[config.mk]
export PLATFORM = sky130hd
export DESIGN_NAME = hvk_div
export DESIGN_NICKNAME = d
export VERILOG_FILES = /design/src/design/hvk_pkg.sv /design/src/design/hvk_div.sv
export SDC_FILE = /design/constraint.sdc
export NUM_CORES = 1
export LEC_CHECK = 0
export BUFFER_PORTS_ARGS = -buffer_cell sky130_fd_sc_hd__buf_2
export CORE_MARGIN = 3
export CORE_UTILIZATION = 60
export CTS_CLUSTER_DIAMETER = 120
export CTS_CLUSTER_SIZE = 40
export DETAILED_ROUTE_END_ITERATION = 16
export GPL_TIMING_DRIVEN = 0
export PLACE_DENSITY = 0.86
export RECOVER_POWER = 25
export SKIP_LAST_GASP = 1
export SLEW_MARGIN = 30
export SYNTH_ARGS = -nofsm -noshare
export SYNTH_HDL_FRONTEND = slang
export SYNTH_SLANG_ARGS = --single-unit
[constraint.sdc]
create_clock -name clock -period 9.15 [get_ports clock]
set_input_delay 1.83 -clock clock [delete_from_list [all_inputs] [get_ports clock]]
set_output_delay 1.83 -clock clock [all_outputs]
set_load 0.01 [all_outputs]
[src/design/hvk_pkg.sv]
`timescale 1ns / 1ps
// Shared types, constants and microcode for the height/velocity Kalman filter.
package hvk_pkg;

   localparam int STATE_WIDTH_DEF = 48;

   // Field widths of the request and response, and the internal fraction width.
   localparam int DT_W    = 24;
   localparam int Q16_W   = 32;
   localparam int FRAC_W  = 24;

   // Register file of the configuration port.
   localparam int CSR_ADDR_W = 5;
   localparam int CSR_DATA_W = 32;
   localparam logic [2:0] REG_HEIGHT_NOISE   = 3'd0;
   localparam logic [2:0] REG_VELOCITY_NOISE = 3'd1;
   localparam logic [2:0] REG_MEAS_NOISE     = 3'd2;
   localparam logic [2:0] REG_WARMUP_STEPS   = 3'd3;
   localparam logic [2:0] REG_ACCEL_DEADBAND = 3'd4;

   localparam logic [31:0] HEIGHT_NOISE_RST   = 32'd16777;
   localparam logic [31:0] VELOCITY_NOISE_RST = 32'd167772;
   localparam logic [31:0] MEAS_NOISE_RST     = 32'd8388608;
   localparam logic [15:0] WARMUP_STEPS_RST   = 16'd4500;
   localparam logic [30:0] ACCEL_DEADBAND_RST = 31'd3277;

   localparam logic [6:0]  WARMUP_BOOST = 7'd100;
   localparam logic [16:0] STEP_MAX     = 17'h1FFFF;

   typedef struct packed {
      logic [31:0] height_noise;
      logic [31:0] velocity_noise;
      logic [31:0] meas_noise;
      logic [15:0] warmup_steps;
      logic [30:0] accel_deadband;
   } hvk_cfg_type;

   // Micro-operation kinds
   typedef enum logic [2:0] {
      OP_ADD = 3'd0,
      OP_SUB = 3'd1,
      OP_MAC = 3'd2,
      OP_MSC = 3'd3,
      OP_DIV = 3'd4
   } hvk_op_type;

   // Operand and destination registers of the working set
   typedef enum logic [4:0] {
      SRC_DT   = 5'd0,  SRC_ACC  = 5'd1,  SRC_UN   = 5'd2,  SRC_HDT2 = 5'd3,
      SRC_HS   = 5'd4,  SRC_VS   = 5'd5,  SRC_PH   = 5'd6,  SRC_HV   = 5'd7,
      SRC_VH   = 5'd8,  SRC_PV   = 5'd9,  SRC_QH   = 5'd10, SRC_QV   = 5'd11,
      SRC_R    = 5'd12, SRC_ZN   = 5'd13, SRC_HP   = 5'd14, SRC_VP   = 5'd15,
      SRC_Q00  = 5'd16, SRC_Q01  = 5'd17, SRC_Q10  = 5'd18, SRC_Q11  = 5'd19,
      SRC_K0   = 5'd20, SRC_K1   = 5'd21, SRC_DIFF = 5'd22, SRC_OMK  = 5'd23,
      SRC_ONE  = 5'd24, SRC_L    = 5'd25
   } hvk_src_type;

   typedef struct packed {
      hvk_op_type  op;
      logic        clr;    // start a new sum
      logic        last;   // store saturated sum (or quotient) to dst
      hvk_src_type a;
      hvk_src_type b;
      logic        sh25;   // product rounded at 25 fraction bits
      hvk_src_type dst;
      logic        brk;    // skip to the copy section when no barometer
      logic        fin;
   } hvk_uop_type;

   localparam int PC_W = 6;
   localparam logic [PC_W-1:0] COPY_PC = 6'd34;

   function automatic hvk_uop_type uop(input hvk_op_type op, input logic clr,
                                       input logic last, input hvk_src_type a,
                                       input hvk_src_type b, input logic sh25,
                                       input hvk_src_type dst, input logic brk,
                                       input logic fin);
      hvk_uop_type u;
      u.op = op; u.clr = clr; u.last = last; u.a = a; u.b = b;
      u.sh25 = sh25; u.dst = dst; u.brk = brk; u.fin = fin;
      return u;
   endfunction

   // Step program: prediction, then update or plain copy of the prediction.
   function automatic hvk_uop_type hvk_ucode(input logic [PC_W-1:0] pc);
      hvk_uop_type u;
      case (pc)
         6'd0:  u = uop(OP_MAC, 1, 1, SRC_DT,   SRC_DT,   1, SRC_HDT2, 0, 0);
         6'd1:  u = uop(OP_ADD, 1, 0, SRC_HS,   SRC_DT,   0, SRC_HP,   0, 0);
         6'd2:  u = uop(OP_MAC, 0, 0, SRC_DT,   SRC_VS,   0, SRC_HP,   0, 0);
         6'd3:  u = uop(OP_MAC, 0, 1, SRC_HDT2, SRC_UN,   0, SRC_HP,   0, 0);
         6'd4:  u = uop(OP_ADD, 1, 0, SRC_VS,   SRC_DT,   0, SRC_VP,   0, 0);
         6'd5:  u = uop(OP_MAC, 0, 1, SRC_DT,   SRC_ACC,  0, SRC_VP,   0, 0);
         6'd6:  u = uop(OP_ADD, 1, 0, SRC_HV,   SRC_DT,   0, SRC_Q01,  0, 0);
         6'd7:  u = uop(OP_MAC, 0, 1, SRC_DT,   SRC_PV,   0, SRC_Q01,  0, 0);
         6'd8:  u = uop(OP_ADD, 1, 0, SRC_VH,   SRC_DT,   0, SRC_Q10,  0, 0);
         6'd9:  u = uop(OP_MAC, 0, 1, SRC_DT,   SRC_PV,   0, SRC_Q10,  0, 0);
         6'd10: u = uop(OP_ADD, 1, 0, SRC_PH,   SRC_DT,   0, SRC_Q00,  0, 0);
         6'd11: u = uop(OP_MAC, 0, 0, SRC_DT,   SRC_VH,   0, SRC_Q00,  0, 0);
         6'd12: u = uop(OP_MAC, 0, 0, SRC_DT,   SRC_Q01,  0, SRC_Q00,  0, 0);
         6'd13: u = uop(OP_ADD, 0, 1, SRC_QH,   SRC_DT,   0, SRC_Q00,  0, 0);
         6'd14: u = uop(OP_ADD, 1, 0, SRC_PV,   SRC_DT,   0, SRC_Q11,  0, 0);
         6'd15: u = uop(OP_ADD, 0, 1, SRC_QV,   SRC_DT,   0, SRC_Q11,  1, 0);
         6'd16: u = uop(OP_ADD, 1, 0, SRC_Q00,  SRC_DT,   0, SRC_L,    0, 0);
         6'd17: u = uop(OP_ADD, 0, 1, SRC_R,    SRC_DT,   0, SRC_L,    0, 0);
         6'd18: u = uop(OP_DIV, 1, 1, SRC_Q00,  SRC_L,    0, SRC_K0,   0, 0);
         6'd19: u = uop(OP_DIV, 1, 1, SRC_Q10,  SRC_L,    0, SRC_K1,   0, 0);
         6'd20: u = uop(OP_ADD, 1, 0, SRC_ZN,   SRC_DT,   0, SRC_DIFF, 0, 0);
         6'd21: u = uop(OP_SUB, 0, 1, SRC_HP,   SRC_DT,   0, SRC_DIFF, 0, 0);
         6'd22: u = uop(OP_ADD, 1, 0, SRC_ONE,  SRC_DT,   0, SRC_OMK,  0, 0);
         6'd23: u = uop(OP_SUB, 0, 1, SRC_K0,   SRC_DT,   0, SRC_OMK,  0, 0);
         6'd24: u = uop(OP_ADD, 1, 0, SRC_HP,   SRC_DT,   0, SRC_HS,   0, 0);
         6'd25: u = uop(OP_MAC, 0, 1, SRC_K0,   SRC_DIFF, 0, SRC_HS,   0, 0);
         6'd26: u = uop(OP_ADD, 1, 0, SRC_VP,   SRC_DT,   0, SRC_VS,   0, 0);
         6'd27: u = uop(OP_MAC, 0, 1, SRC_K1,   SRC_DIFF, 0, SRC_VS,   0, 0);
         6'd28: u = uop(OP_MAC, 1, 1, SRC_OMK,  SRC_Q00,  0, SRC_PH,   0, 0);
         6'd29: u = uop(OP_MAC, 1, 1, SRC_OMK,  SRC_Q01,  0, SRC_HV,   0, 0);
         6'd30: u = uop(OP_ADD, 1, 0, SRC_Q10,  SRC_DT,   0, SRC_VH,   0, 0);
         6'd31: u = uop(OP_MSC, 0, 1, SRC_K1,   SRC_Q00,  0, SRC_VH,   0, 0);
         6'd32: u = uop(OP_ADD, 1, 0, SRC_Q11,  SRC_DT,   0, SRC_PV,   0, 0);
         6'd33: u = uop(OP_MSC, 0, 1, SRC_K1,   SRC_Q01,  0, SRC_PV,   0, 1);
         6'd34: u = uop(OP_ADD, 1, 1, SRC_HP,   SRC_DT,   0, SRC_HS,   0, 0);
         6'd35: u = uop(OP_ADD, 1, 1, SRC_VP,   SRC_DT,   0, SRC_VS,   0, 0);
         6'd36: u = uop(OP_ADD, 1, 1, SRC_Q00,  SRC_DT,   0, SRC_PH,   0, 0);
         6'd37: u = uop(OP_ADD, 1, 1, SRC_Q01,  SRC_DT,   0, SRC_HV,   0, 0);
         6'd38: u = uop(OP_ADD, 1, 1, SRC_Q10,  SRC_DT,   0, SRC_VH,   0, 0);
         6'd39: u = uop(OP_ADD, 1, 1, SRC_Q11,  SRC_DT,   0, SRC_PV,   0, 1);
         default: u = uop(OP_ADD, 1, 0, SRC_DT, SRC_DT,   0, SRC_DT,   0, 1);
      endcase
      return u;
   endfunction

endpackage

[src/design/hvk_div.sv]
`timescale 1ns / 1ps
// Restoring divider: (num << 24) / den, one quotient bit a cycle, saturated.
module hvk_div import hvk_pkg::*; #(
   parameter int W = STATE_WIDTH_DEF
) (
   input  logic                clock,
   input  logic                reset,
   input  logic                start,
   input  logic signed [W-1:0] num,
   input  logic signed [W-1:0] den,
   output logic                done,
   output logic signed [W-1:0] quo
);

   localparam int DW = W + FRAC_W;
   localparam int CW = $clog2(DW + 1);

   typedef enum logic [2:0] {
      D_IDLE = 3'b001,
      D_RUN  = 3'b010,
      D_FIN  = 3'b100
   } div_state_type;

   div_state_type     state_ff, state_in;
   logic [DW-1:0]     n_ff, q_ff;
   logic [W-1:0]      d_ff, rem_ff;
   logic [CW-1:0]     cnt_ff;
   logic              neg_ff, done_ff;
   logic signed [W-1:0] quo_ff;

   logic [W:0]        rem_sh, rem_sub;
   logic              qbit, over;

   // one restoring step
   always_comb begin
      rem_sh  = {rem_ff, n_ff[DW-1]};
      qbit    = rem_sh >= {1'b0, d_ff};
      rem_sub = rem_sh - {1'b0, d_ff};
      over    = |q_ff[DW-1:W-1];
   end

   always_comb begin
      state_in = state_ff;
      case (state_ff)
         D_IDLE:  if (start) state_in = D_RUN;
         D_RUN:   if (cnt_ff == CW'(1)) state_in = D_FIN;
         D_FIN:   state_in = D_IDLE;
         default: state_in = D_IDLE;
      endcase
   end

   always_ff @(posedge clock) begin
      if (reset) begin
         state_ff <= D_IDLE;
         done_ff  <= 1'b0;
      end else begin
         state_ff <= state_in;
         done_ff  <= (state_ff == D_FIN);
      end
   end

   always_ff @(posedge clock) begin
      case (state_ff)
         D_IDLE: begin
            n_ff   <= DW'(num[W-1] ? W'(-num) : W'(num)) << FRAC_W;
            d_ff   <= den[W-1] ? W'(-den) : W'(den);
            neg_ff <= num[W-1] ^ den[W-1];
            rem_ff <= '0;
            q_ff   <= '0;
            cnt_ff <= CW'(DW);
         end
         D_RUN: begin
            rem_ff <= qbit ? rem_sub[W-1:0] : rem_sh[W-1:0];
            q_ff   <= {q_ff[DW-2:0], qbit};
            n_ff   <= n_ff << 1;
            cnt_ff <= cnt_ff - CW'(1);
         end
         D_FIN: begin
            // saturate the signed quotient to W bits
            if (neg_ff)
               quo_ff <= over ? {1'b1, {(W-1){1'b0}}} : W'(-q_ff[W-1:0]);
            else
               quo_ff <= over ? {1'b0, {(W-1){1'b1}}} : q_ff[W-1:0];
         end
         default: ;
      endcase
   end

   assign done = done_ff;
   assign quo  = quo_ff;

endmodule

==> impl_metrics.ini <==
[global_routing]
grt_pass1_vias = 12500
grt_overflow_total = 0
grt_max_degree = 51
antenna_found_initial = 0
track_usage_pct = 25.5
grt_pass1_wl_um = 61400

[yosys]
yosysWarnings = 0
synth_fa_ha_area_share_pct = 4.15
synth_mux_area_share_pct = 0.304
synthFlopType = edfxtp_1
synth_cells = 1647
synth-compound-area-share_pct = 15.2
synthSimpleGateAreaFrac_pct = 17.8
netlist_area_sq_mm = 0.0165
seq_area_frac_synth_pct = 50.1
postSynthAreaPerCell_sq_um = 10.0
synthDistinctLibCells = 71
async_reset_ff_share_pct = 0
synth_top_family_by_area = simple AND/OR/NAND/NOR gates
synth_edf_count = 272
synth_nets = 1800
ys_ff_latch = 276
synth_xor_area_share_pct = 8.51

[floorplan]
fp.coreArea_sq_mm = 0.0270
rows = 60
start_util_pct = 61.1
die_area_sq_mm = 0.0295
die_x_um = 172
die_height_um = 172
pin_count = 148

[worst_setup_path]
critical_path_class = primary input to register
rrSetupSlack_ps = 4520
cp-start-kind = primary input
crit_required_ps = 9380
crit_arrival_ps = 5140
end_kind = register
crit_path_max_fanout = 5

[sta]
fin_worst_skew_ps = 15.5
max_freq_mhz = 204
rsz0062_at_grt = no
fin_ws_ps = 4250
worst_slew_pin_slew_ps = 1280
relSlewSlack_pct = 14.6
hold_viol = 0
tns_ps = 0
drv_slew = 0
period_share_pct = 53.6
min_period_ps = 4900
setup_viol = 0
hold_slack_ps = 542

[clock_tree]
htreeDepth = 1
cts_tree = yes
cts.sinks = 276
cts_root_buffer = clkbuf_16
clockBufferDepth = 3
cts_buffers = 10
cts_hold_buf = 0
clock_latency_ps = 500
postCtsSetupBuffers = 0
cts_resized = 0
clk_pin_slew_ps = 140

[detailed_routing]
first_iter_violations = 1322
viasPerCell = 6.13
vias = 13300
ant_nets = 0
wirelength_um = 38200
firstDrtPassIters = 7
wl_per_cell_um = 17.7
drc = 0

[place]
dp_slack_ps = 3730
dpl.hpwl_um = 28800
dp.cells = 2148
port_buffers = 146
placed_area_sq_mm = 0.0178
gp_congestion = 0.969

[power_and_ir_drop]
comb_power_share_pct = 27.2
internal_power_mw = 2.06
power_mw = 3.02
p_clk_share_pct = 19.4
peakVddDrop_mv = 0.123
power_switching_uw = 954
swShare_pct = 31.6
powerDensity_mw_per_mm2 = 167
power_leakage_nw = 7.26
pwr-share-seq_pct = 53.4

[layout]
final_area_sq_mm = 0.0180
multi_input_area_sq_mm = 0.00757
n_antenna_cell = 0
layout.nets = 1972
synthToLayoutAreaGrowth_pct = 9.55
final_common_cell = edfxtp_1
final_cell_mix = edfxtp_1 (272), nand2_1 (198), buf_2 (145)
fill_cells = 2071
stdcell_count = 2164
regArea_sq_mm = 0.00825
drive_gt1_share_pct = 10.6
utilization_pct = 67.0

[hold_path]
hp-class = register to register

[outcome]
status = complete, no violations

[job]
cap_viol_max_count = 0
==> area by class of cell <==
cell class / count / share of cell area (%)
clock buffer: 15 / 1.61
tap: 341 / 2.36
clock inverter: 1 / 0.0277
timing repair buffer: 160 / 4.71
sequential: 276 / 45.7
multi-input combinational: 1198 / 42.0
buffer: 90 / 1.91
inverter: 83 / 1.73
==> worst paths after layout <==
| path | cells past startpoint | end | from |
|---|---|---|---|
| max | 9 | d_ff[47] | den[3] |
| min | 2 | n_ff[56] | n_ff[55] |
| max reg2reg | 13 | rem_ff[11] | rem_ff[19] |
| min reg2reg | 2 | n_ff[56] | n_ff[55] |
==> power groups by stage <==
stage / sequential, mW / clock, mW / combinational [mW]
after global placement: 1.65 / 0 / 0.769
after global routing: 1.63 / 0.627 / 0.913
after CTS: 1.61 / 0.599 / 0.811
after detailed placement: 1.64 / 0 / 0.805
final: 1.61 / 0.585 / 0.820
after floorplan: 1.62 / 0 / 0.585
==> worst max-delay path, stage by stage <==
cell      delay, ps
buf_2           130
nor4_1          440
nand4b_1        400
or4b_4          660
or2_4           300
nand2b_4        160
or2_1           250
or3_4           440
nor4b_1         520
==> layer usage <==
layer	part of all wire [%]	wire, um	global-route usage (%)	up-vias
li1	-	-	-	6380
met1	45	17200	37.4	6329
met2	47	17800	40.7	498
met3	6.0	2300	2.44	68
met4	2.5	956	7.59	0
met5	0	0	0	-
==> synthesized netlist by cell type (all sizes together), types with 3 or more instances <==
cell / count / area [sq um]
o21bai: 9 / 67.6
dfxtp: 4 / 80.1
and3: 74 / 463
inv: 83 / 312
or3: 34 / 218
o2111ai: 5 / 43.8
a21boi: 5 / 37.5
clkbuf: 88 / 330
mux2i: 5 / 50.1
nor3: 25 / 146
nor2b: 10 / 62.6
nand3: 24 / 120
o31ai: 45 / 373
nand4b: 6 / 52.6
xor2: 91 / 797
and2: 4 / 25.0
a21oi: 117 / 586
a31oi: 8 / 50.1
a211oi: 15 / 113
nand3b: 3 / 22.5
edfxtp: 272 / 8170
nand4: 24 / 156
o41ai: 14 / 149
o22ai: 6 / 37.5
or2: 12 / 77.6
o21a: 12 / 90.1
o21ai: 123 / 616
or4: 22 / 169
nor4: 18 / 113
o211ai: 3 / 22.5
ha: 53 / 663
nand2: 198 / 743
nor2: 105 / 394
xnor2: 69 / 604
and4: 4 / 35.0
a21o: 20 / 150
nand2b: 5 / 38.8
nor3b: 5 / 37.5
==> sequential cells by signal, summed over array words and instances (netlist names) <==
signal,flops
cnt_ff,7
neg_ff,1
state_ff,3
quo,48
done,1
rem_ff,48
d_ff,48
n_ff,48
q_ff,72
==> kinds of logic (layout without fill, tap and decap cells) <==
kind of cell,Yosys count,after routing
and+or+nand+nor,579,579
AOI/OAI and AO/OA,400,400
DFF,276,276
buffers and inverters,173,349
xor gates and xnor gates,160,160
adders and majority gates,54,54
muxes,5,5
Power figures use the tool's default switching activity.
