### src/design/hvk_pkg.sv
`timescale 1ns / 1ps
// Shared types, constants and microcode for the height/velocity Kalman filter.
package hvk_pkg;

   localparam int STATE_WIDTH_DEF = 48;

   // Field widths of the request and response, and the internal fraction width.
   localparam int DT_W    = 24;
   localparam int Q16_W   = 32;
   localparam int FRAC_W  = 24;

   // Register file of the configuration port.
   localparam int CSR_ADDR_W = 5;
   localparam int CSR_DATA_W = 32;
   localparam logic [2:0] REG_HEIGHT_NOISE   = 3'd0;
   localparam logic [2:0] REG_VELOCITY_NOISE = 3'd1;
   localparam logic [2:0] REG_MEAS_NOISE     = 3'd2;
   localparam logic [2:0] REG_WARMUP_STEPS   = 3'd3;
   localparam logic [2:0] REG_ACCEL_DEADBAND = 3'd4;

   localparam logic [31:0] HEIGHT_NOISE_RST   = 32'd16777;
   localparam logic [31:0] VELOCITY_NOISE_RST = 32'd167772;
   localparam logic [31:0] MEAS_NOISE_RST     = 32'd8388608;
   localparam logic [15:0] WARMUP_STEPS_RST   = 16'd4500;
   localparam logic [30:0] ACCEL_DEADBAND_RST = 31'd3277;

   localparam logic [6:0]  WARMUP_BOOST = 7'd100;
   localparam logic [16:0] STEP_MAX     = 17'h1FFFF;

   typedef struct packed {
      logic [31:0] height_noise;
      logic [31:0] velocity_noise;
      logic [31:0] meas_noise;
      logic [15:0] warmup_steps;
      logic [30:0] accel_deadband;
   } hvk_cfg_type;

   // Micro-operation kinds
   typedef enum logic [2:0] {
      OP_ADD = 3'd0,
      OP_SUB = 3'd1,
      OP_MAC = 3'd2,
      OP_MSC = 3'd3,
      OP_DIV = 3'd4
   } hvk_op_type;

   // Operand and destination registers of the working set
   typedef enum logic [4:0] {
      SRC_DT   = 5'd0,  SRC_ACC  = 5'd1,  SRC_UN   = 5'd2,  SRC_HDT2 = 5'd3,
      SRC_HS   = 5'd4,  SRC_VS   = 5'd5,  SRC_PH   = 5'd6,  SRC_HV   = 5'd7,
      SRC_VH   = 5'd8,  SRC_PV   = 5'd9,  SRC_QH   = 5'd10, SRC_QV   = 5'd11,
      SRC_R    = 5'd12, SRC_ZN   = 5'd13, SRC_HP   = 5'd14, SRC_VP   = 5'd15,
      SRC_Q00  = 5'd16, SRC_Q01  = 5'd17, SRC_Q10  = 5'd18, SRC_Q11  = 5'd19,
      SRC_K0   = 5'd20, SRC_K1   = 5'd21, SRC_DIFF = 5'd22, SRC_OMK  = 5'd23,
      SRC_ONE  = 5'd24, SRC_L    = 5'd25
   } hvk_src_type;

   typedef struct packed {
      hvk_op_type  op;
      logic        clr;    // start a new sum
      logic        last;   // store saturated sum (or quotient) to dst
      hvk_src_type a;
      hvk_src_type b;
      logic        sh25;   // product rounded at 25 fraction bits
      hvk_src_type dst;
      logic        brk;    // skip to the copy section when no barometer
      logic        fin;
   } hvk_uop_type;

   localparam int PC_W = 6;
   localparam logic [PC_W-1:0] COPY_PC = 6'd34;

   function automatic hvk_uop_type uop(input hvk_op_type op, input logic clr,
                                       input logic last, input hvk_src_type a,
                                       input hvk_src_type b, input logic sh25,
                                       input hvk_src_type dst, input logic brk,
                                       input logic fin);
      hvk_uop_type u;
      u.op = op; u.clr = clr; u.last = last; u.a = a; u.b = b;
      u.sh25 = sh25; u.dst = dst; u.brk = brk; u.fin = fin;
      return u;
   endfunction

   // Step program: prediction, then update or plain copy of the prediction.
   function automatic hvk_uop_type hvk_ucode(input logic [PC_W-1:0] pc);
      hvk_uop_type u;
      case (pc)
         6'd0:  u = uop(OP_MAC, 1, 1, SRC_DT,   SRC_DT,   1, SRC_HDT2, 0, 0);
         6'd1:  u = uop(OP_ADD, 1, 0, SRC_HS,   SRC_DT,   0, SRC_HP,   0, 0);
         6'd2:  u = uop(OP_MAC, 0, 0, SRC_DT,   SRC_VS,   0, SRC_HP,   0, 0);
         6'd3:  u = uop(OP_MAC, 0, 1, SRC_HDT2, SRC_UN,   0, SRC_HP,   0, 0);
         6'd4:  u = uop(OP_ADD, 1, 0, SRC_VS,   SRC_DT,   0, SRC_VP,   0, 0);
         6'd5:  u = uop(OP_MAC, 0, 1, SRC_DT,   SRC_ACC,  0, SRC_VP,   0, 0);
         6'd6:  u = uop(OP_ADD, 1, 0, SRC_HV,   SRC_DT,   0, SRC_Q01,  0, 0);
         6'd7:  u = uop(OP_MAC, 0, 1, SRC_DT,   SRC_PV,   0, SRC_Q01,  0, 0);
         6'd8:  u = uop(OP_ADD, 1, 0, SRC_VH,   SRC_DT,   0, SRC_Q10,  0, 0);
         6'd9:  u = uop(OP_MAC, 0, 1, SRC_DT,   SRC_PV,   0, SRC_Q10,  0, 0);
         6'd10: u = uop(OP_ADD, 1, 0, SRC_PH,   SRC_DT,   0, SRC_Q00,  0, 0);
         6'd11: u = uop(OP_MAC, 0, 0, SRC_DT,   SRC_VH,   0, SRC_Q00,  0, 0);
         6'd12: u = uop(OP_MAC, 0, 0, SRC_DT,   SRC_Q01,  0, SRC_Q00,  0, 0);
         6'd13: u = uop(OP_ADD, 0, 1, SRC_QH,   SRC_DT,   0, SRC_Q00,  0, 0);
         6'd14: u = uop(OP_ADD, 1, 0, SRC_PV,   SRC_DT,   0, SRC_Q11,  0, 0);
         6'd15: u = uop(OP_ADD, 0, 1, SRC_QV,   SRC_DT,   0, SRC_Q11,  1, 0);
         6'd16: u = uop(OP_ADD, 1, 0, SRC_Q00,  SRC_DT,   0, SRC_L,    0, 0);
         6'd17: u = uop(OP_ADD, 0, 1, SRC_R,    SRC_DT,   0, SRC_L,    0, 0);
         6'd18: u = uop(OP_DIV, 1, 1, SRC_Q00,  SRC_L,    0, SRC_K0,   0, 0);
         6'd19: u = uop(OP_DIV, 1, 1, SRC_Q10,  SRC_L,    0, SRC_K1,   0, 0);
         6'd20: u = uop(OP_ADD, 1, 0, SRC_ZN,   SRC_DT,   0, SRC_DIFF, 0, 0);
         6'd21: u = uop(OP_SUB, 0, 1, SRC_HP,   SRC_DT,   0, SRC_DIFF, 0, 0);
         6'd22: u = uop(OP_ADD, 1, 0, SRC_ONE,  SRC_DT,   0, SRC_OMK,  0, 0);
         6'd23: u = uop(OP_SUB, 0, 1, SRC_K0,   SRC_DT,   0, SRC_OMK,  0, 0);
         6'd24: u = uop(OP_ADD, 1, 0, SRC_HP,   SRC_DT,   0, SRC_HS,   0, 0);
         6'd25: u = uop(OP_MAC, 0, 1, SRC_K0,   SRC_DIFF, 0, SRC_HS,   0, 0);
         6'd26: u = uop(OP_ADD, 1, 0, SRC_VP,   SRC_DT,   0, SRC_VS,   0, 0);
         6'd27: u = uop(OP_MAC, 0, 1, SRC_K1,   SRC_DIFF, 0, SRC_VS,   0, 0);
         6'd28: u = uop(OP_MAC, 1, 1, SRC_OMK,  SRC_Q00,  0, SRC_PH,   0, 0);
         6'd29: u = uop(OP_MAC, 1, 1, SRC_OMK,  SRC_Q01,  0, SRC_HV,   0, 0);
         6'd30: u = uop(OP_ADD, 1, 0, SRC_Q10,  SRC_DT,   0, SRC_VH,   0, 0);
         6'd31: u = uop(OP_MSC, 0, 1, SRC_K1,   SRC_Q00,  0, SRC_VH,   0, 0);
         6'd32: u = uop(OP_ADD, 1, 0, SRC_Q11,  SRC_DT,   0, SRC_PV,   0, 0);
         6'd33: u = uop(OP_MSC, 0, 1, SRC_K1,   SRC_Q01,  0, SRC_PV,   0, 1);
         6'd34: u = uop(OP_ADD, 1, 1, SRC_HP,   SRC_DT,   0, SRC_HS,   0, 0);
         6'd35: u = uop(OP_ADD, 1, 1, SRC_VP,   SRC_DT,   0, SRC_VS,   0, 0);
         6'd36: u = uop(OP_ADD, 1, 1, SRC_Q00,  SRC_DT,   0, SRC_PH,   0, 0);
         6'd37: u = uop(OP_ADD, 1, 1, SRC_Q01,  SRC_DT,   0, SRC_HV,   0, 0);
         6'd38: u = uop(OP_ADD, 1, 1, SRC_Q10,  SRC_DT,   0, SRC_VH,   0, 0);
         6'd39: u = uop(OP_ADD, 1, 1, SRC_Q11,  SRC_DT,   0, SRC_PV,   0, 1);
         default: u = uop(OP_ADD, 1, 0, SRC_DT, SRC_DT,   0, SRC_DT,   0, 1);
      endcase
      return u;
   endfunction

endpackage

### src/design/hvk_mul.sv
`timescale 1ns / 1ps
// Shared signed multiplier: four 32x32 partial products, then rounding shift.
module hvk_mul import hvk_pkg::*; #(
   parameter int W = STATE_WIDTH_DEF
) (
   input  logic                  clock,
   input  logic                  reset,
   input  logic                  start,
   input  logic signed [W-1:0]   a,
   input  logic signed [W-1:0]   b,
   input  logic                  sh25,
   output logic                  done,
   output logic signed [2*W-1:0] prod
);

   typedef enum logic [3:0] {
      M_IDLE = 4'b0001,
      M_PP   = 4'b0010,
      M_NEG  = 4'b0100,
      M_RND  = 4'b1000
   } mul_state_type;

   mul_state_type       state_ff, state_in;
   logic [63:0]         a_ff, b_ff;
   logic [1:0]          cnt_ff;
   logic                neg_ff, sh25_ff, done_ff;
   logic [127:0]        p_ff;
   logic signed [2*W-1:0] prod_ff;

   logic [W-1:0]        a_mag, b_mag;
   logic [31:0]         a_part, b_part;
   logic [63:0]         pp;
   logic [6:0]          pp_sft;
   logic signed [127:0] rnd_sum, rnd_sh;

   assign a_mag = a[W-1] ? W'(-a) : W'(a);
   assign b_mag = b[W-1] ? W'(-b) : W'(b);

   // partial product select: low/high halves by the count bits
   always_comb begin
      a_part = cnt_ff[1] ? a_ff[63:32] : a_ff[31:0];
      b_part = cnt_ff[0] ? b_ff[63:32] : b_ff[31:0];
      pp     = 64'(a_part) * 64'(b_part);
      pp_sft = 7'd32 * 7'(cnt_ff[1] + cnt_ff[0]);
   end

   // half-lsb rounding then arithmetic shift
   always_comb begin
      rnd_sum = signed'(p_ff) + (sh25_ff ? (128'sd1 <<< 24) : (128'sd1 <<< 23));
      rnd_sh  = sh25_ff ? (rnd_sum >>> 25) : (rnd_sum >>> 24);
   end

   always_comb begin
      state_in = state_ff;
      case (state_ff)
         M_IDLE:  if (start) state_in = M_PP;
         M_PP:    if (cnt_ff == 2'd3) state_in = M_NEG;
         M_NEG:   state_in = M_RND;
         M_RND:   state_in = M_IDLE;
         default: state_in = M_IDLE;
      endcase
   end

   always_ff @(posedge clock) begin
      if (reset) begin
         state_ff <= M_IDLE;
         done_ff  <= 1'b0;
      end else begin
         state_ff <= state_in;
         done_ff  <= (state_ff == M_RND);
      end
   end

   // datapath
   always_ff @(posedge clock) begin
      case (state_ff)
         M_IDLE: begin
            a_ff    <= 64'(a_mag);
            b_ff    <= 64'(b_mag);
            neg_ff  <= a[W-1] ^ b[W-1];
            sh25_ff <= sh25;
            cnt_ff  <= 2'd0;
            p_ff    <= '0;
         end
         M_PP: begin
            p_ff   <= p_ff + (128'(pp) << pp_sft);
            cnt_ff <= cnt_ff + 2'd1;
         end
         M_NEG: if (neg_ff) p_ff <= -p_ff;
         M_RND: prod_ff <= rnd_sh[2*W-1:0];
         default: ;
      endcase
   end

   assign done = done_ff;
   assign prod = prod_ff;

endmodule

### config.mk
export PLATFORM = sky130hd
export DESIGN_NAME = hvk_mul
export DESIGN_NICKNAME = d
export VERILOG_FILES = /design/src/design/hvk_pkg.sv /design/src/design/hvk_mul.sv
export SDC_FILE = /design/constraint.sdc
export NUM_CORES = 2
export LEC_CHECK = 0
export BUFFER_PORTS_ARGS = -buffer_cell sky130_fd_sc_hd__buf_4
export CAP_MARGIN = 20
export CELL_PAD_IN_SITES_DETAIL_PLACEMENT = 1
export CELL_PAD_IN_SITES_GLOBAL_PLACEMENT = 2
export CORE_MARGIN = 5
export CORE_UTILIZATION = 37
export CTS_CLUSTER_DIAMETER = 40
export DETAILED_ROUTE_END_ITERATION = 16
export PLACE_DENSITY_LB_ADDON = 0.1
export REMOVE_ABC_BUFFERS = 1
export SYNTH_ARGS = -nofsm -noshare
export SYNTH_HDL_FRONTEND = slang
export SYNTH_SLANG_ARGS = --single-unit
### constraint.sdc
create_clock -name clock -period 12 [get_ports clock]
set_input_delay 3.6 -clock clock [delete_from_list [all_inputs] [get_ports clock]]
set_output_delay 3.6 -clock clock [all_outputs]
set_load 0.01 [all_outputs]
==> summary.md <==
| Metric | Value |
|---|---|
| CTS buffer count | 81 |
| Yosys warns | 0 |
| WL per Instance | approximately 26 um |
| First-pass GRT wire length | just under 400,000 um |
| Die Y | a little over 400 um |
| TNS Setup | 0 ns |
| Post-synthesis sequential area ratio | ~16% |
| Syn Area/Cell | 8.54 um2 |
| Crit-path most repeated cell | fa_1 |
| Nets | around 9,300 |
| Routability cong. | between 0.9 and 1 |
| Largest net degree at the start of global routing | 171 |
| CTS Buffer Depth | 3 |
| Clk root buf | clkbuf_16 |
| Startpoint Class | flop |
| Top cells by area, synth | fa_1 30%, edfxtp_1 16%, ha_1 8.0%, inv_1 6.1%, nor2_1 5.4% |
| Fin. Hold Viols | 0 |
| Seq cells post-synth | around 320 |
| Status | completed |
| DP Wirelength | approximately 220,000 um |
| Avg Vias per Cell | about 5.5 |
| Starting density of the core | a little under two fifths |
| CTS tree | yes |
| Final Cycle Share | a little over nine tenths |
| Area growth syn-to-layout | 25.1% |
| Worst EP arrival | ~12 ns |
| Std-Cell Rows | 148 |
| Share of layout cells above drive strength 1 | 20.5% |
| Die width | 416 um |
| DRC Markers | 0 |
| CP peak stage delay | 0.58 ns |
| Area of the core | 163,000 um2 |
| Routed Antenna Nets | 0 |
| Synth area leader | fa_1 |
| # IOs | between 150 and 200 |
| Dominant synthesized flop cell | edfxtp_1 |
| Antenna violations before repair | 20 |
| Number of port buffers | 196 |
| Cell variety after synth | 88 |
| DR vias | 55,826 |
| Total congestion overflow | 0 |
| Critical path class | flop to flop |
| # setup viols final | 0 |
| Number of global-route vias before repair | approximately 59,000 |
| CP max-delay cell | fa_1 |
| Max-slew violations | 0 |
| Slew headroom | 29.0% |
| Total of max-cap violations | 0 |
| Post-synth EDFFs | about 320 |
| Fillers | approximately 19,000 |
| Die area | 173,000 um2 |
| Post-synthesis cell area | between 60,000 and 70,000 um2 |
| Clock-pin slew on the worst setup and hold paths | approximately 0.04 ns |
| WP data required | between 10 and 15 ns |
| Minimum clock period | 11.76 ns |
| Ys async rst share | 0% |
| CTS sink count | around 320 |
| 1st-iter DRT viols | ~4,200 |
| Crit-path max FO | 11 |
| Share of the synthesized area in the top cell type | 29.5% |
| Worst Hold Class | flop to flop |
| Type of element capturing the critical path | flop |
| Clock latency on the worst-skew pair | 0.72 ns |
| Slew @ Worst Pin | roughly 1.1 ns |
| Final WL | around 260,000 um |
| H-tree depth | 3 |
| Total GRT Usage | between 30% and 40% |
| DRT Pass-1 Iters | 5 |
| Syn Inst Count | between 7,000 and 8,000 |
| F_max | about 85 MHz |
| Worst clock skew | 0.0567 ns |
[layout make-up]
| cell class | instances | area (um2) | area share (%) |
|---|---|---|---|
| Timing Repair Buffer | 1159 | 9850 | 12.9 |
| Multi-Input combinational cell | 5354 | 47400 | 62.2 |
| Antenna cell | 9 | 22.5 | 0.0296 |
| Tap cell | 2175 | 2720 | 3.58 |
| Sequential cell | 322 | 9620 | 12.6 |
| Clock inverter | 58 | 751 | 0.986 |
| Clock buffer | 91 | 2060 | 2.71 |
| Inverter | 995 | 3740 | 4.91 |
[sequential cells by signal, summed over array words and instances (netlist names)]
signal / flops
a_ff: 48
b_ff: 48
cnt_ff: 2
done: 1
neg_ff: 1
p_ff: 121
prod: 96
sh25_ff: 1
state_ff: 4
[final timing paths]
kind,startpoint,endpoint,slack (ns),cells after the start
hold / removal,state_ff[1],state_ff[0],0.69,2
setup reg to reg,cnt_ff[1],p_ff[116],0.24,46
hold reg to reg,state_ff[1],state_ff[0],0.69,2
setup / recovery,cnt_ff[1],p_ff[116],0.24,46
[cell families (layout without fill, tap and decap cells)]
family,count (synthesis),after routing,share of synthesized area (%)
AOI/OAI and AO/OA,1184,1184,12.5
and+or+nand+nor,2357,2357,17.3
DFF,322,322,15.8
adders and majority gates,1286,1286,37.5
other,0,9,0
muxes,115,115,1.97
xor gates and xnor gates,412,412,5.93
buffers and inverters,1454,2303,8.99
[through the flow]
step | cell area, um2 | setup WS (ns) | hold WS, ns | utilization [%] | instances
after floorplan | 59100 | -0.761 | 0.638 | - | 6671
after global placement | 71200 | -0.815 | 0.637 | 43.7 | 9951
after detailed placement | 71200 | -0.838 | 0.676 | 43.7 | 9952
after CTS | 74500 | 0.00799 | 0.696 | 45.7 | 10112
after global routing | 76100 | -0.0769 | 0.732 | 46.6 | 10156
final | 76100 | 0.238 | 0.690 | 46.7 | 10163
[layer usage]
layer | part of all wire (%) | GRT usage, % | vias up
met2 | 45 | 47.1 | 1452
met1 | 46 | 43.8 | 29059
met5 | 0.014 | 0 | -
li1 | - | - | 25042
met4 | 2.2 | 6.12 | 6
met3 | 6.4 | 5.17 | 267
[Yosys cell counts, types with 11 or more instances]
library cell / count
buf_1: 27
o41ai_1: 19
or2_2: 13
ha_1: 388
or3_1: 42
and4_1: 12
mux2i_1: 79
a31oi_1: 78
or4_1: 34
o21ai_0: 201
a311oi_1: 11
and3_1: 44
nand4_1: 87
nor3_1: 81
xnor2_1: 262
clkbuf_1: 427
a21oi_1: 302
nand2_1: 814
o21a_1: 32
and2_1: 53
nor2b_1: 55
nand3_1: 97
o22ai_1: 148
a31o_2: 17
edfxtp_1: 317
o221ai_1: 12
nor4_1: 41
mux2_2: 35
o31ai_1: 52
fa_1: 898
xor2_1: 150
nor2_1: 875
nand2b_1: 67
a211oi_1: 35
o21bai_1: 37
a21o_1: 108
a21boi_0: 11
inv_1: 993
o211ai_1: 19
[critical path, delay by kind of cell, from the launching register on]
family | cells | cell delay (ns)
adders and majority gates | 10 | 4.68
DFF | 1 | 0.42
muxes | 1 | 0.29
and+or+nand+nor | 5 | 1.06
AOI/OAI and AO/OA | 16 | 2.95
buffers and inverters | 12 | 1.57
xor gates and xnor gates | 2 | 0.48
[cells in the final DEF, fill, tap and decap left out, types with 25 or more instances in the layout]
| master | count |
|---|---|
| ha_1 | 363 |
| edfxtp_1 | 317 |
| or4_1 | 31 |
| o21ai_0 | 169 |
| clkbuf_16 | 86 |
| a21oi_2 | 25 |
| o21bai_1 | 37 |
| nand4_1 | 87 |
| fa_1 | 876 |
| nand3_1 | 96 |
| inv_1 | 990 |
| and2_1 | 52 |
| nand2_1 | 808 |
| nor4_1 | 41 |
| a211oi_1 | 30 |
| o22ai_1 | 143 |
| and3_1 | 43 |
| nor2_1 | 839 |
| mux2i_1 | 45 |
| or3_1 | 38 |
| o21a_1 | 29 |
| xor2_1 | 147 |
| a21oi_1 | 275 |
| buf_12 | 75 |
| mux2_2 | 31 |
| a31oi_1 | 73 |
| o31ai_1 | 46 |
| nand2b_1 | 56 |
| nor3_1 | 78 |
| nor2_2 | 33 |
| buf_4 | 1052 |
| nor2b_1 | 39 |
| xnor2_1 | 252 |
| a21o_1 | 107 |
[what timing repair did]
action / in CTS / in global routing
buffers inserted: 10 / 36
cloned: 1 / 5
pin swaps: 13 / 136
gates resized for setup: 74 / 257
hold buffers: 0 / 0
setup endpoints to repair: 58 / 49
hold endpoints to repair: 0 / 0
Power is left out: the tool's default activity adds up to more than one toggle a clock period on the data nets, which glitch-free logic cannot reach.
