`src/design/hvk_pkg.sv`:
```
`timescale 1ns / 1ps
// Shared types, constants and microcode for the height/velocity Kalman filter.
package hvk_pkg;

   localparam int STATE_WIDTH_DEF = 48;

   // Field widths of the request and response, and the internal fraction width.
   localparam int DT_W    = 24;
   localparam int Q16_W   = 32;
   localparam int FRAC_W  = 24;

   // Register file of the configuration port.
   localparam int CSR_ADDR_W = 5;
   localparam int CSR_DATA_W = 32;
   localparam logic [2:0] REG_HEIGHT_NOISE   = 3'd0;
   localparam logic [2:0] REG_VELOCITY_NOISE = 3'd1;
   localparam logic [2:0] REG_MEAS_NOISE     = 3'd2;
   localparam logic [2:0] REG_WARMUP_STEPS   = 3'd3;
   localparam logic [2:0] REG_ACCEL_DEADBAND = 3'd4;

   localparam logic [31:0] HEIGHT_NOISE_RST   = 32'd16777;
   localparam logic [31:0] VELOCITY_NOISE_RST = 32'd167772;
   localparam logic [31:0] MEAS_NOISE_RST     = 32'd8388608;
   localparam logic [15:0] WARMUP_STEPS_RST   = 16'd4500;
   localparam logic [30:0] ACCEL_DEADBAND_RST = 31'd3277;

   localparam logic [6:0]  WARMUP_BOOST = 7'd100;
   localparam logic [16:0] STEP_MAX     = 17'h1FFFF;

   typedef struct packed {
      logic [31:0] height_noise;
      logic [31:0] velocity_noise;
      logic [31:0] meas_noise;
      logic [15:0] warmup_steps;
      logic [30:0] accel_deadband;
   } hvk_cfg_type;

   // Micro-operation kinds
   typedef enum logic [2:0] {
      OP_ADD = 3'd0,
      OP_SUB = 3'd1,
      OP_MAC = 3'd2,
      OP_MSC = 3'd3,
      OP_DIV = 3'd4
   } hvk_op_type;

   // Operand and destination registers of the working set
   typedef enum logic [4:0] {
      SRC_DT   = 5'd0,  SRC_ACC  = 5'd1,  SRC_UN   = 5'd2,  SRC_HDT2 = 5'd3,
      SRC_HS   = 5'd4,  SRC_VS   = 5'd5,  SRC_PH   = 5'd6,  SRC_HV   = 5'd7,
      SRC_VH   = 5'd8,  SRC_PV   = 5'd9,  SRC_QH   = 5'd10, SRC_QV   = 5'd11,
      SRC_R    = 5'd12, SRC_ZN   = 5'd13, SRC_HP   = 5'd14, SRC_VP   = 5'd15,
      SRC_Q00  = 5'd16, SRC_Q01  = 5'd17, SRC_Q10  = 5'd18, SRC_Q11  = 5'd19,
      SRC_K0   = 5'd20, SRC_K1   = 5'd21, SRC_DIFF = 5'd22, SRC_OMK  = 5'd23,
      SRC_ONE  = 5'd24, SRC_L    = 5'd25
   } hvk_src_type;

   typedef struct packed {
      hvk_op_type  op;
      logic        clr;    // start a new sum
      logic        last;   // store saturated sum (or quotient) to dst
      hvk_src_type a;
      hvk_src_type b;
      logic        sh25;   // product rounded at 25 fraction bits
      hvk_src_type dst;
      logic        brk;    // skip to the copy section when no barometer
      logic        fin;
   } hvk_uop_type;

   localparam int PC_W = 6;
   localparam logic [PC_W-1:0] COPY_PC = 6'd34;

   function automatic hvk_uop_type uop(input hvk_op_type op, input logic clr,
                                       input logic last, input hvk_src_type a,
                                       input hvk_src_type b, input logic sh25,
                                       input hvk_src_type dst, input logic brk,
                                       input logic fin);
      hvk_uop_type u;
      u.op = op; u.clr = clr; u.last = last; u.a = a; u.b = b;
      u.sh25 = sh25; u.dst = dst; u.brk = brk; u.fin = fin;
      return u;
   endfunction

   // Step program: prediction, then update or plain copy of the prediction.
   function automatic hvk_uop_type hvk_ucode(input logic [PC_W-1:0] pc);
      hvk_uop_type u;
      case (pc)
         6'd0:  u = uop(OP_MAC, 1, 1, SRC_DT,   SRC_DT,   1, SRC_HDT2, 0, 0);
         6'd1:  u = uop(OP_ADD, 1, 0, SRC_HS,   SRC_DT,   0, SRC_HP,   0, 0);
         6'd2:  u = uop(OP_MAC, 0, 0, SRC_DT,   SRC_VS,   0, SRC_HP,   0, 0);
         6'd3:  u = uop(OP_MAC, 0, 1, SRC_HDT2, SRC_UN,   0, SRC_HP,   0, 0);
         6'd4:  u = uop(OP_ADD, 1, 0, SRC_VS,   SRC_DT,   0, SRC_VP,   0, 0);
         6'd5:  u = uop(OP_MAC, 0, 1, SRC_DT,   SRC_ACC,  0, SRC_VP,   0, 0);
         6'd6:  u = uop(OP_ADD, 1, 0, SRC_HV,   SRC_DT,   0, SRC_Q01,  0, 0);
         6'd7:  u = uop(OP_MAC, 0, 1, SRC_DT,   SRC_PV,   0, SRC_Q01,  0, 0);
         6'd8:  u = uop(OP_ADD, 1, 0, SRC_VH,   SRC_DT,   0, SRC_Q10,  0, 0);
         6'd9:  u = uop(OP_MAC, 0, 1, SRC_DT,   SRC_PV,   0, SRC_Q10,  0, 0);
         6'd10: u = uop(OP_ADD, 1, 0, SRC_PH,   SRC_DT,   0, SRC_Q00,  0, 0);
         6'd11: u = uop(OP_MAC, 0, 0, SRC_DT,   SRC_VH,   0, SRC_Q00,  0, 0);
         6'd12: u = uop(OP_MAC, 0, 0, SRC_DT,   SRC_Q01,  0, SRC_Q00,  0, 0);
         6'd13: u = uop(OP_ADD, 0, 1, SRC_QH,   SRC_DT,   0, SRC_Q00,  0, 0);
         6'd14: u = uop(OP_ADD, 1, 0, SRC_PV,   SRC_DT,   0, SRC_Q11,  0, 0);
         6'd15: u = uop(OP_ADD, 0, 1, SRC_QV,   SRC_DT,   0, SRC_Q11,  1, 0);
         6'd16: u = uop(OP_ADD, 1, 0, SRC_Q00,  SRC_DT,   0, SRC_L,    0, 0);
         6'd17: u = uop(OP_ADD, 0, 1, SRC_R,    SRC_DT,   0, SRC_L,    0, 0);
         6'd18: u = uop(OP_DIV, 1, 1, SRC_Q00,  SRC_L,    0, SRC_K0,   0, 0);
         6'd19: u = uop(OP_DIV, 1, 1, SRC_Q10,  SRC_L,    0, SRC_K1,   0, 0);
         6'd20: u = uop(OP_ADD, 1, 0, SRC_ZN,   SRC_DT,   0, SRC_DIFF, 0, 0);
         6'd21: u = uop(OP_SUB, 0, 1, SRC_HP,   SRC_DT,   0, SRC_DIFF, 0, 0);
         6'd22: u = uop(OP_ADD, 1, 0, SRC_ONE,  SRC_DT,   0, SRC_OMK,  0, 0);
         6'd23: u = uop(OP_SUB, 0, 1, SRC_K0,   SRC_DT,   0, SRC_OMK,  0, 0);
         6'd24: u = uop(OP_ADD, 1, 0, SRC_HP,   SRC_DT,   0, SRC_HS,   0, 0);
         6'd25: u = uop(OP_MAC, 0, 1, SRC_K0,   SRC_DIFF, 0, SRC_HS,   0, 0);
         6'd26: u = uop(OP_ADD, 1, 0, SRC_VP,   SRC_DT,   0, SRC_VS,   0, 0);
         6'd27: u = uop(OP_MAC, 0, 1, SRC_K1,   SRC_DIFF, 0, SRC_VS,   0, 0);
         6'd28: u = uop(OP_MAC, 1, 1, SRC_OMK,  SRC_Q00,  0, SRC_PH,   0, 0);
         6'd29: u = uop(OP_MAC, 1, 1, SRC_OMK,  SRC_Q01,  0, SRC_HV,   0, 0);
         6'd30: u = uop(OP_ADD, 1, 0, SRC_Q10,  SRC_DT,   0, SRC_VH,   0, 0);
         6'd31: u = uop(OP_MSC, 0, 1, SRC_K1,   SRC_Q00,  0, SRC_VH,   0, 0);
         6'd32: u = uop(OP_ADD, 1, 0, SRC_Q11,  SRC_DT,   0, SRC_PV,   0, 0);
         6'd33: u = uop(OP_MSC, 0, 1, SRC_K1,   SRC_Q01,  0, SRC_PV,   0, 1);
         6'd34: u = uop(OP_ADD, 1, 1, SRC_HP,   SRC_DT,   0, SRC_HS,   0, 0);
         6'd35: u = uop(OP_ADD, 1, 1, SRC_VP,   SRC_DT,   0, SRC_VS,   0, 0);
         6'd36: u = uop(OP_ADD, 1, 1, SRC_Q00,  SRC_DT,   0, SRC_PH,   0, 0);
         6'd37: u = uop(OP_ADD, 1, 1, SRC_Q01,  SRC_DT,   0, SRC_HV,   0, 0);
         6'd38: u = uop(OP_ADD, 1, 1, SRC_Q10,  SRC_DT,   0, SRC_VH,   0, 0);
         6'd39: u = uop(OP_ADD, 1, 1, SRC_Q11,  SRC_DT,   0, SRC_PV,   0, 1);
         default: u = uop(OP_ADD, 1, 0, SRC_DT, SRC_DT,   0, SRC_DT,   0, 1);
      endcase
      return u;
   endfunction

endpackage

```
`src/design/hvk_csr.sv`:
```
`timescale 1ns / 1ps
// APB-style configuration registers of the Kalman filter.
module hvk_csr import hvk_pkg::*; (
   input  logic                  clock,
   input  logic                  reset,
   input  logic                  psel,
   input  logic                  penable,
   input  logic                  pwrite,
   input  logic [CSR_ADDR_W-1:0] paddr,
   input  logic [CSR_DATA_W-1:0] pwdata,
   output logic [CSR_DATA_W-1:0] prdata,
   output logic                  pready,
   output hvk_cfg_type           cfg
);

   hvk_cfg_type cfg_ff;
   logic [2:0]  idx;
   logic        wr;

   assign idx    = paddr[CSR_ADDR_W-1:2];
   assign wr     = psel && penable && pwrite;
   assign pready = 1'b1;

   // register write, unknown index ignored
   always_ff @(posedge clock) begin
      if (reset) begin
         cfg_ff.height_noise   <= HEIGHT_NOISE_RST;
         cfg_ff.velocity_noise <= VELOCITY_NOISE_RST;
         cfg_ff.meas_noise     <= MEAS_NOISE_RST;
         cfg_ff.warmup_steps   <= WARMUP_STEPS_RST;
         cfg_ff.accel_deadband <= ACCEL_DEADBAND_RST;
      end else if (wr) begin
         case (idx)
            REG_HEIGHT_NOISE:   cfg_ff.height_noise   <= pwdata;
            REG_VELOCITY_NOISE: cfg_ff.velocity_noise <= pwdata;
            REG_MEAS_NOISE:     cfg_ff.meas_noise     <= pwdata;
            REG_WARMUP_STEPS:   cfg_ff.warmup_steps   <= pwdata[15:0];
            REG_ACCEL_DEADBAND: cfg_ff.accel_deadband <= pwdata[30:0];
            default: ;
         endcase
      end
   end

   // read back
   always_comb begin
      case (idx)
         REG_HEIGHT_NOISE:   prdata = cfg_ff.height_noise;
         REG_VELOCITY_NOISE: prdata = cfg_ff.velocity_noise;
         REG_MEAS_NOISE:     prdata = cfg_ff.meas_noise;
         REG_WARMUP_STEPS:   prdata = 32'(cfg_ff.warmup_steps);
         REG_ACCEL_DEADBAND: prdata = 32'(cfg_ff.accel_deadband);
         default:            prdata = '0;
      endcase
   end

   assign cfg = cfg_ff;

endmodule
```
`config.mk`:
```
export PLATFORM = sky130hd
export DESIGN_NAME = hvk_csr
export DESIGN_NICKNAME = d
export VERILOG_FILES = /design/src/design/hvk_pkg.sv /design/src/design/hvk_csr.sv
export SDC_FILE = /design/constraint.sdc
export NUM_CORES = 1
export LEC_CHECK = 0
export BUFFER_PORTS_ARGS = -buffer_cell sky130_fd_sc_hd__buf_2
export CELL_PAD_IN_SITES_DETAIL_PLACEMENT = 0
export CELL_PAD_IN_SITES_GLOBAL_PLACEMENT = 1
export CORE_AREA = 8 8 138 140
export DETAILED_ROUTE_END_ITERATION = 10
export DIE_AREA = 0 0 146 148
export GPL_TIMING_DRIVEN = 0
export PLACE_DENSITY_LB_ADDON = 0.1
export SETUP_SLACK_MARGIN = 0.3
export SYNTH_ARGS = -nofsm -noshare
export SYNTH_HDL_FRONTEND = slang
export SYNTH_SLANG_ARGS = --single-unit
```
`constraint.sdc`:
```
create_clock -name clock -period 4.95 [get_ports clock]
set_clock_uncertainty 0.05 [all_clocks]
set_input_delay 0.99 -clock clock [delete_from_list [all_inputs] [get_ports clock]]
set_output_delay 0.99 -clock clock [all_outputs]
set_load 0.01 [all_outputs]
```
==> results.md, run 1 <==
• **total via count after detailed routing** 6469
• **net switching power of the design** 670 µW
• **global-route wire length before repair** 41400 µm
• **clk sinks** 143
• **slowest stage cell, crit path** clkbuf_1
• **I/O Buffers** 211
• **Max Transition Viols Final** 0
• **Yosys top cell by area** dfxtp_1
• **setup violation total in the final timing report** 0
• **average cell area after synthesis** 9.16 µm²
• **cell area after synthesis** 6800 µm²
• **effective utilization at floorplan** 0.401
• **Clock Path Buffers** 2
• **element type at the critical path end** primary output
• **number of vias per cell after detailed routing** 5.35
• **Worst Reg-to-Reg Cells** 3
• **DRC** 0
• **post-synth net total** 784
• **number of clock buffers inserted by TritonCTS** 17
• **flip-flop count of the largest register after layout** 143
• **Area Growth Syn to Fin** 28.3%
• **Pleak** 0.00412 µW
• **flip-flop cell with the highest count after synthesis** dfxtp_1
• **antenna diode count** 0
• **number of fillers in the final layout** 1708
• **reg-to-reg setup timing slack** 4070 ps
• **cell seen most often among critical-path stages** buf_2
• **post-DR wirelength/cell** 23.0 µm
• **delay contributed by the slowest stage of the critical path** 630 ps
• **critical register-to-register path startpoint** cfg[80]
• **Final Hold Fails** 0
• **sum of routed wire length over all layers** 27900 µm
• **Int Pwr** 2040 µW
• **TritonCTS clock tree** yes
• **headroom to the max-slew limit** 0.434
• **switching share of power** 0.248
• **gr usage total** 0.253
• **RSZ-0062 raised after global routing** no
• **Critical R2R Capture** cfg[80]
• **area share of the leading cell type in the synthesized netlist** 0.421
• **Commonest cells post-synth** dfxtp_1, mux2i_1, nand2b_1
• **placeable core area** 16900 µm²
• **Hold Path Stages** 2
• **crit path DAT** 3010 ps
• **post-CTS setup repair buffer count** 0
• **H-Tree Level Count** 4
• **total of warnings raised by yosys** 0
• **combined area of the multi-input logic cells** 3600 µm²
• **GRT overflow** 0
• **cells after synthesis** 742
• **antenna violations before repair** 2
• **status** finished clean
• **number of maximum-capacitance constraint violations** 0
• **number of distinct standard cells referenced by the synthesized netlist** 32
• **sequential power share** 0.431
• **die boundary height** 148 µm
• **HPWL after detailed placement** 19800 µm
• **launch point of the worst hold path** cfg[18]
• **share of flip-flops with an asynchronous set or reset** 0
• **kind of start point of the critical path** primary input
• **via count of the first global-routing pass** 6648
• **Hold Path Sink** cfg[18]
• **clock insertion delay at the later pin of the skew report** 420 ps
• **last weighted congestion value of the routability-driven placer** 0.813
• **share of final-layout standard cells stronger than drive strength 1** 0.297
• **1st-iter DRT viols** 505
• **sequential share of the synthesized area** 0.421
• **Initial DRT Pass Iterations** 5
• **HP Class** reg -> reg
• **Die ar.** 21600 µm²
• **final worst slack** 903 ps
• **count leader, synth** dfxtp_1
• **library cell used as clock root buffer** clkbuf_16
• **fraction of the cycle the final worst path needs** 0.817
• **slew at the pin with the worst max-slew slack** 849 ps
• **minimum period implied by the final worst setup slack** 4050 ps
• **clock-pin transition on the worst setup and hold timing paths** 60 ps
• **biggest fanout along the worst timing path** 10
• **pin count of the biggest net entering global routing** 17
• **post-route ant nets** 0
• **proportion of power drawn by combinational gates** 0.090
• **Resized cells post-CTS** 0
• **synthesis-stage register bit count** 143
• **post-route setup TNS** 0 ps
• **cells along the critical path** buf_2, buf_6, nor2b_1, buf_2, clkbuf_1, a22oi_1, o22ai_1, buf_2
• **layout net count** 1014
• **critical path required time** 3910 ps
• **die outline width** 146 µm
• **Worst Setup Path Type** in -> out
• **I/O pin count** 218
• **Post-CTS Hold Buffers** 0
• **Highest Clock Rate** 247 MHz
• **synth top area cells** dfxtp_1, mux2i_1, nand2b_1
• **PwrDens** 310 nW/µm²
• **Post-synth EDFFs** 0
• **area taken by flip-flops and latches** 2860 µm²
• **pre-CTS setup slack** 966 ps
• **startpoint of the most critical setup path** paddr[4]
• **number of placement rows** 48
• **maximum VDD drop** 0.240 mV
• **clock network fraction of total power** 0.479
## worst max-delay path by stage
stage                     cells after the start        end  slack, ps
after floorplan                               6  prdata[0]       1860
after global placement                        6  prdata[0]        920
after detailed placement                      6  prdata[0]        970
after CTS                                     6  prdata[0]        960
after global routing                          8  prdata[0]        890
final                                         8  prdata[0]        900
## final cells by class
| class | count | share of cell area |
|---|---|---|
| clock inverter | 12 | 0.0165 |
| tap | 225 | 0.0323 |
| timing repair buffer | 211 | 0.121 |
| buffer | 71 | 0.0383 |
| multi-input combinational | 528 | 0.413 |
| clock buffer | 19 | 0.0508 |
| sequential | 143 | 0.328 |
## kinds of logic (layout without fill, tap and decap cells)
family	count (synthesis)	in the layout	share of synthesized area
muxes	126	126	0.188
other	1	1	0.000552
buffers and inverters	71	313	0.0491
and+or+nand+nor	238	238	0.200
DFF	143	143	0.421
AOI/OAI and AO/OA	163	163	0.140
## power groups by stage
stage	Combinational (µW)	Clock [µW]	Sequential (µW)
4_1_cts	241	1300	1170
3_3_place_gp	241	0	1190
5_1_grt	257	1350	1170
3_5_place_dp	240	0	1190
6_report	244	1300	1170
2_1_floorplan	126	0	1190
## critical path, delay by kind of cell
kind	cells	cell delay [ps]
buffers and inverters	5	1360
and+or+nand+nor	1	140
AOI/OAI and AO/OA	2	500
## stage by stage
stage	std cells	power (µW)	area (µm²)	util	hold slack, ps
floorplan	742	1320	6800	-	452
global placement	1178	1430	8140	0.480	424
detailed placement	1178	1430	8140	0.480	429
CTS	1209	2710	8720	0.515	440
global route	1209	2780	8720	0.515	470
finish	1209	2710	8720	0.515	440
## layer usage
layer | routed length (µm) | global-route usage | vias up
met4 | 435 | 0.0685 | 2
met3 | 2220 | 0.0697 | 37
met2 | 12600 | 0.407 | 266
met1 | 12600 | 0.326 | 3098
li1 | - | - | 3066
met5 | 13 | 0 | -
## layout by cell type, fill, tap and decap left out, types with 16 or more instances in the layout
master	count
nand2b_1	98
a22oi_1	32
nand3_1	28
mux2i_1	110
dfxtp_1	143
nor2_1	43
clkbuf_16	17
o22ai_1	16
nand2_1	17
clkbuf_1	42
mux2_2	16
nor2b_1	25
a21oi_1	28
o21ai_0	69
buf_2	232
Note: power is estimated with default switching activity, not from simulation.
==> inputs of run 2 (changes only) <==
Settings changed: CORE_AREA 8 8 138 140 to 8 8 143 145, DIE_AREA 0 0 146 148 to 0 0 151 153.
Clock period 4.95 ns to 4.2 ns, I/O delays scaled along.
==> results.md, run 2 (same netlist as run 1, synthesis figures left out) <==
• **Highest Clock Rate** 276 MHz
• **maximum VDD drop** 0.287 mV
• **Area Growth Syn to Fin** 28.8%
• **H-Tree Level Count** 4
• **minimum period implied by the final worst setup slack** 3620 ps
• **crit path DAT** 2730 ps
• **number of placement rows** 50
• **effective utilization at floorplan** 0.372
• **Post-CTS Hold Buffers** 0
• **slew at the pin with the worst max-slew slack** 1000 ps
• **antenna violations before repair** 0
• **slowest stage cell, crit path** clkbuf_1
• **setup violation total in the final timing report** 0
• **number of clock buffers inserted by TritonCTS** 17
• **total via count after detailed routing** 6517
• **critical path required time** 3310 ps
• **clk sinks** 143
• **fraction of the cycle the final worst path needs** 0.863
• **I/O pin count** 218
• **Pleak** 0.00414 µW
• **layout net count** 1014
• **flip-flop count of the largest register after layout** 143
• **most common cell after layout, fill and taps aside** buf_2
• **sum of routed wire length over all layers** 29000 µm
• **Initial DRT Pass Iterations** 5
• **number of maximum-capacitance constraint violations** 0
• **Crit path buffers/inverters** 4
• **Clock Path Buffers** 2
• **delay contributed by the slowest stage of the critical path** 660 ps
• **family with the most delay on the worst path** buffers and inverters
• **via count of the first global-routing pass** 6651
• **Final Hold Fails** 0
• **Worst Setup Path Type** in -> out
• **Max Transition Viols Final** 0
• **GRT overflow** 0
• **share of final-layout standard cells stronger than drive strength 1** 0.298
• **HPWL after detailed placement** 20400 µm
• **gr usage total** 0.247
• **1st-iter DRT viols** 506
• **Post-Route Hold Slack** 437 ps
• **kind of start point of the critical path** primary input
• **status** finished clean
• **antenna diode count** 0
• **pin count of the biggest net entering global routing** 17
• **placeable core area** 18300 µm²
• **headroom to the max-slew limit** 0.329
• **commonest cells after routing, fill and taps aside** buf_2, dfxtp_1, mux2i_1
• **post-DR wirelength/cell** 23.8 µm
• **PwrDens** 370 nW/µm²
• **post-CTS setup repair buffer count** 0
• **DRC** 0
• **last weighted congestion value of the routability-driven placer** 0.807
• **HP Class** reg -> reg
• **Die ar.** 23100 µm²
• **biggest fanout along the worst timing path** 10
• **clock insertion delay at the later pin of the skew report** 420 ps
• **die outline width** 151 µm
• **number of vias per cell after detailed routing** 5.35
• **element type at the critical path end** primary output
• **library cell used as clock root buffer** clkbuf_16
• **post-route setup TNS** 0 ps
• **clock-pin transition on the worst setup and hold timing paths** 60 ps
• **global-route wire length before repair** 42500 µm
• **RSZ-0062 raised after global routing** no
• **I/O Buffers** 211
• **TritonCTS clock tree** yes
• **die boundary height** 153 µm
• **post-route ant nets** 0
• **cells along the critical path** buf_2, clkbuf_1, clkbuf_1, a22oi_1, o22ai_1, buf_2
run 2: worst min-delay path: stages, from the launching register on:
cell	delay (ps)
dfxtp_1	320
nand2b_1	70
mux2i_1	60
run 2: per-stage QoR:
step | utilization | power, µW | setup slack (ps) | area, µm² | instances
3_5_place_dp | 0.446 | 1690 | 347 | 8150 | 1187
3_3_place_gp | 0.446 | 1700 | 341 | 8150 | 1187
2_1_floorplan | - | 1560 | 1410 | 6800 | 742
6_report | 0.480 | 3240 | 576 | 8760 | 1219
4_1_cts | 0.479 | 3260 | 449 | 8760 | 1219
5_1_grt | 0.480 | 3330 | 460 | 8760 | 1219
run 2: layout make-up:
class | instances | area (µm²)
clock inverters | 10 | 135
clock buffers | 22 | 474
well taps | 234 | 293
multi-input cells | 528 | 3600
fillers | 1871 | 9510
flip-flops and latches | 143 | 2860
plain buffers | 71 | 337
repair buffers | 211 | 1060
run 2: timing repair:
item	4_1_cts	5_1_grt
gates resized for setup	1	3
cloned	0	0
setup endpoints to repair	1	1
run 2: per-layer routing:
metal | share of wire | up-vias | global-route usage | wire, µm
met5 | 0 | - | 0 | 0
met4 | 0.015 | 0 | 0.0712 | 439
met3 | 0.079 | 22 | 0.0567 | 2280
met2 | 0.48 | 305 | 0.406 | 13800
met1 | 0.43 | 3113 | 0.315 | 12500
li1 | - | 3077 | - | -
run 2: report_power, final:
part           leakage (µW)  total, µW  internal, µW  switching (µW)
Clock              0.000300       1580           980             599
Combinational       0.00268        291          95.0             196
Sequential          0.00115       1370          1370            8.23
run 2: path summary, 6_finish.rpt:
kind	startpoint	endpoint	slack, ps	cells after the start
worst max-delay path	paddr[3]	prdata[12]	580	6
worst min-delay path	cfg[19]	cfg[19]	440	2
worst max register to register	cfg[91]	cfg[91]	3320	3
worst min register to register	cfg[19]	cfg[19]	440	2
